===== src/rtl/lspq_pkg.sv =====
// shared types and codes for the linear scan priority queue
package lspq_pkg;

   localparam int DATA_W = 32;
   localparam int OP_W   = 2;
   localparam int ST_W   = 2;
   localparam int OCC_W  = 8;

   localparam logic [OP_W-1:0] OP_ENQUEUE = 2'd0;
   localparam logic [OP_W-1:0] OP_DEQUEUE = 2'd1;
   localparam logic [OP_W-1:0] OP_PEEK    = 2'd2;

   localparam logic [ST_W-1:0] ST_OK    = 2'd0;
   localparam logic [ST_W-1:0] ST_FULL  = 2'd1;
   localparam logic [ST_W-1:0] ST_EMPTY = 2'd2;

   // commands from the controller to the datapath
   typedef struct packed {
      logic capture;      // latch the incoming transaction, reset the scan
      logic scan_rd;      // read the entry at the pointer for comparison
      logic shift_start;  // point just past the selected entry
      logic shift_rd;     // read the entry at the pointer to move it down
      logic finish;       // update the count and load the result register
   } cmd_type;

   // status from the datapath to the controller
   typedef struct packed {
      logic need_scan;    // dequeue or peek on a non-empty store
      logic is_dequeue;
      logic addr_last;    // pointer is at the last held entry
      logic shift_more;   // entries sit above the selected one
      logic rsp_free;     // result register can take a new result
   } sts_type;

endpackage


===== src/rtl/lspq_ctrl.sv =====
// controller state machine for the linear scan priority queue
module lspq_ctrl
   import lspq_pkg::*;
(
   input  logic    clock,
   input  logic    reset,
   input  logic    req_tvalid,
   output logic    req_tready,
   input  sts_type sts,
   output cmd_type cmd
);

   localparam logic [2:0] S_IDLE        = 3'd0;
   localparam logic [2:0] S_DISPATCH    = 3'd1;
   localparam logic [2:0] S_SCAN        = 3'd2;
   localparam logic [2:0] S_DRAIN       = 3'd3;
   localparam logic [2:0] S_SHIFT_SETUP = 3'd4;
   localparam logic [2:0] S_SHIFT       = 3'd5;
   localparam logic [2:0] S_SHIFT_DRAIN = 3'd6;
   localparam logic [2:0] S_DONE        = 3'd7;

   logic [2:0] state_ff;
   logic [2:0] state_in;

   always_comb begin
      state_in    = state_ff;
      cmd         = '0;
      req_tready  = 1'b0;
      case (state_ff)
         S_IDLE: begin
            req_tready = 1'b1;
            if (req_tvalid) begin
               cmd.capture = 1'b1;
               state_in    = S_DISPATCH;
            end
         end
         S_DISPATCH: begin
            state_in = sts.need_scan ? S_SCAN : S_DONE;
         end
         S_SCAN: begin
            cmd.scan_rd = 1'b1;
            if (sts.addr_last) begin
               state_in = S_DRAIN;
            end
         end
         S_DRAIN: begin
            state_in = sts.is_dequeue ? S_SHIFT_SETUP : S_DONE;
         end
         S_SHIFT_SETUP: begin
            cmd.shift_start = 1'b1;
            state_in        = sts.shift_more ? S_SHIFT : S_DONE;
         end
         S_SHIFT: begin
            cmd.shift_rd = 1'b1;
            if (sts.addr_last) begin
               state_in = S_SHIFT_DRAIN;
            end
         end
         S_SHIFT_DRAIN: begin
            state_in = S_DONE;
         end
         S_DONE: begin
            if (sts.rsp_free) begin
               cmd.finish = 1'b1;
               state_in   = S_IDLE;
            end
         end
         default: begin
            state_in = S_IDLE;
         end
      endcase
   end

   always_ff @(posedge clock) begin
      if (reset) begin
         state_ff <= S_IDLE;
      end else begin
         state_ff <= state_in;
      end
   end

endmodule


===== config.mk =====
export PLATFORM = sky130hd
export DESIGN_NAME = lspq_ctrl
export DESIGN_NICKNAME = d
export VERILOG_FILES = /design/src/rtl/lspq_pkg.sv /design/src/rtl/lspq_ctrl.sv
export SDC_FILE = /design/constraint.sdc
export NUM_CORES = 1
export LEC_CHECK = 0
export ABC_AREA = 0
export BUFFER_PORTS_ARGS = -buffer_cell sky130_fd_sc_hd__buf_2
export CAP_MARGIN = 0
export CORE_AREA = 5 5 42 44
export DETAILED_ROUTE_END_ITERATION = 16
export DIE_AREA = 0 0 47 49
export RECOVER_POWER = 100
export SLEW_MARGIN = 20
export SYNTH_ARGS = -nofsm -noshare
export SYNTH_HDL_FRONTEND = slang
export SYNTH_SLANG_ARGS = --single-unit

===== constraint.sdc =====
create_clock -name clock -period 2.75 [get_ports clock]
set_clock_uncertainty 0.15 [all_clocks]
set_input_delay 0.825 -clock clock [delete_from_list [all_inputs] [get_ports clock]]
set_output_delay 0.825 -clock clock [all_outputs]
set_load 0.05 [all_outputs]

==> results.py <==
metrics = {
    "worst_setup_path": {
        "critPathTopFamily": "buffers and inverters",
        "path_max_fanout": 2,
        "path_cells": "buf_2 -> and2_1 -> clkbuf_1",
        "r2r_slack_ns": 1.26,
        "r2r_start": "state_ff[1]",
        "worstPathRequired_ns": 1.78,
        "reg2reg_to": "state_ff[1]",
        "cp-end-kind": "output pin",
        "cp.arrival_ns": 1.49,
        "critPathBufInv": 2,
        "reg2regPathDepth": 3,
        "timing_worst_setup_path_type": "primary input to output pin",
        "max_stage_delay_ns": 0.46,
        "cp_slowest_cell": "clkbuf_1",
        "critPathLaunchType": "primary input",
    },
    "layout": {
        "insertedDiodeCount": 0,
        "multiInputGateArea_um2": 153.9,
        "top_register": "state_ff",
        "regArea_um2": 60.06,
        "stdcell_area_um2": 322.8,
        "fillers": 172,
        "nets": 54,
        "largest_reg_flops": 3,
        "reg_top3": "state_ff (3)",
        "final_layout_size_suffix_gt1_frac": 0.2667,
        "syn2layout_area_growth_pct": 38.71,
    },
    "logic_synthesis": {
        "synth-compound-area-share": 0.2366,
        "yosys.area_share.simple": 0.2957,
        "synth_top_area_frac": 0.2581,
        "yosysWarnings": 0,
        "syn_avg_cell_area_um2": 7.757,
        "syn_nets": 38,
        "synth_cells": 30,
        "synth_xor_area_frac": 0,
        "synth.area.mux_share": 0.1505,
        "ys_seq_area_frac": 0.2581,
        "synth.distinct_cells": 19,
        "synthAdderAreaFrac": 0,
        "synth_area_leaders": "dfxtp_1 (26%), mux2i_1 (8.6%), a2bb2oi_2 (6.5%), mux2_4 (6.5%), nand2_1 (6.5%)",
        "synth_top_cell_by_area": "dfxtp_1",
        "synth_top_family_by_area": "simple AND/OR/NAND/NOR gates",
        "ys_ff_latch": 3,
        "syn_area_um2": 232.7,
    },
    "timing": {
        "finalCritPeriodShare": 0.8962,
        "slew_violations": 0,
        "tightestPinTransition_ns": 0.5968,
        "max_slew_margin": 0.6038,
        "rsz0062_at_grt": "false",
        "setup_viol": 0,
        "fin_crit_ns": 2.465,
        "tns_ns": 0,
        "timing.fmax_ghz": 0.4057,
        "hold_violations": 0,
    },
    "clock_network": {
        "cts_buffer_depth": 2,
        "h-tree-depth": 1,
        "hold_buffers": 0,
        "post_cts_buffers": 0,
        "cts-buffers-inserted": 3,
        "cts_tree": "built",
        "path_clk_slew_ns": 0.04,
        "cts-root-buf": "clkbuf_4",
        "clk_latency_ns": 0.24,
        "ctsResizeCount": 0,
        "cts_sinks": 3,
    },
    "global_routing": {
        "grt_pass1_wl_um": 1048,
        "grt_pass1_vias": 257,
        "grt_use_total": 0.06826,
        "gr-total-overflow": 0,
        "antenna_found_initial": 0,
        "grt_max_degree": 13,
    },
    "power": {
        "ir_drop_v": 0.0001898,
        "powerDensity_nw_per_um2": 900.5,
        "leakagePower_uw": 0.0001401,
    },
    "job": {
        "max_cap_viol_count": 0,
    },
    "min_path": {
        "holdPathStages": 1,
        "min_path_type": "register to register",
        "holdPathEnd": "state_ff[0]",
        "hp-start": "state_ff[0]",
    },
    "detailed_routing": {
        "drt-total-wl_um": 636,
        "vias": 267,
        "wire_per_inst_um": 10.43,
        "final_antenna_net_count": 0,
        "drc": 0,
        "viasPerCell": 4.377,
        "drtIter0Drc": 0,
        "firstDrtPassIters": 1,
    },
    "die": {
        "io_pins": 14,
        "dieArea_um2": 2303,
        "initial_core_util": 0.1661,
        "die_h_um": 49,
        "core_area_um2": 1401,
        "fp.dieW_um": 47,
        "row_count": 14,
    },
    "placed_design": {
        "place.gp.congestion": 0.6325,
        "dp_hpwl_um": 510.1,
        "portBuffers": 13,
        "placed_area_um2": 312.8,
    },
    "run_status": {
        "outcome": "finished clean",
    },
}
-- metrics by stage --
step	hold WS (ns)	cells	total power, µW	utilization	setup WS (ns)
floorplan	0.4033	30	196.9	-	0.1121
global placement	0.4028	57	223.1	0.2232	0.3475
detailed placement	0.4037	57	224.0	0.2232	0.3335
CTS	0.4123	61	308.4	0.2420	0.3283
global route	0.4664	61	318.9	0.2304	0.2181
finish	0.4170	61	290.7	0.2304	0.2854
-- kinds of logic after synthesis --
logic type / Yosys count
flip-flops: 3
AO/OA/AOI/OAI: 7
AND/OR/NAND/NOR: 14
buffers and inverters: 3
multiplexers: 3
-- worst register-to-register path, stage by stage, from the launching register on --
cell	delay, ns
dfxtp_1	0.55
mux2_1	0.37
a2bb2oi_1	0.15
mux2i_1	0.13
-- synthesized netlist by cell type (all sizes together) --
library cell / count
dfxtp: 3
nor2b: 1
o211ai: 1
nand2: 4
mux2i: 2
and2: 2
a21oi: 2
nor3b: 1
buf: 1
o311ai: 1
a21o: 1
inv: 1
clkbuf: 1
nor2: 3
nand2b: 1
a2bb2oi: 1
a31oi: 1
nor3: 2
mux2: 1
-- layer usage --
metal | GRT usage | vias to the layer above | wire length, µm
met3 | 0.03690 | 2 | 57
met4 | 0.06912 | 0 | 11
met2 | 0.08371 | 10 | 302
li1 | - | 136 | -
met5 | 0 | - | 0
met1 | 0.07675 | 119 | 264
-- where the power goes --
group	internal (µW)	switching, µW
clock network	54.5	25.2
registers	54.0	26.4
logic	41.2	89.3
total	150	141
-- layout by cell type (no fill, tap or decap) --
master,count
buf_2,7
clkbuf_1,6
nand2_1,4
nor2_1,3
clkbuf_4,3
dfxtp_1,3
and2_1,2
mux2i_1,2
a21oi_1,2
nor3b_1,1
nor3_2,1
inv_1,1
nor2b_1,1
o211ai_1,1
o311ai_0,1
mux2_1,1
a2bb2oi_1,1
nand2b_1,1
nor3_1,1
a21o_1,1
a31oi_1,1
clkbuf_2,1
-- how the worst max path moves through the flow --
stage | start | endpoint | depth (start not counted)
floorplan | state_ff[0] | cmd[4] | 3
global route | state_ff[1] | cmd[4] | 3
global placement | sts[0] | cmd[0] | 4
finish | req_tvalid | cmd[4] | 3
CTS | sts[0] | cmd[0] | 4
detailed placement | sts[0] | cmd[0] | 4
-- area by class of cell --
| type | count | area share |
|---|---|---|
| timing repair buffer | 13 | 0.1822 |
| multi-input combinational | 24 | 0.4767 |
| sequential | 3 | 0.1860 |
| clock buffer | 4 | 0.08140 |
| tap | 16 | 0.06202 |
| inverter | 1 | 0.01163 |
(Power assumes the default switching activity.)
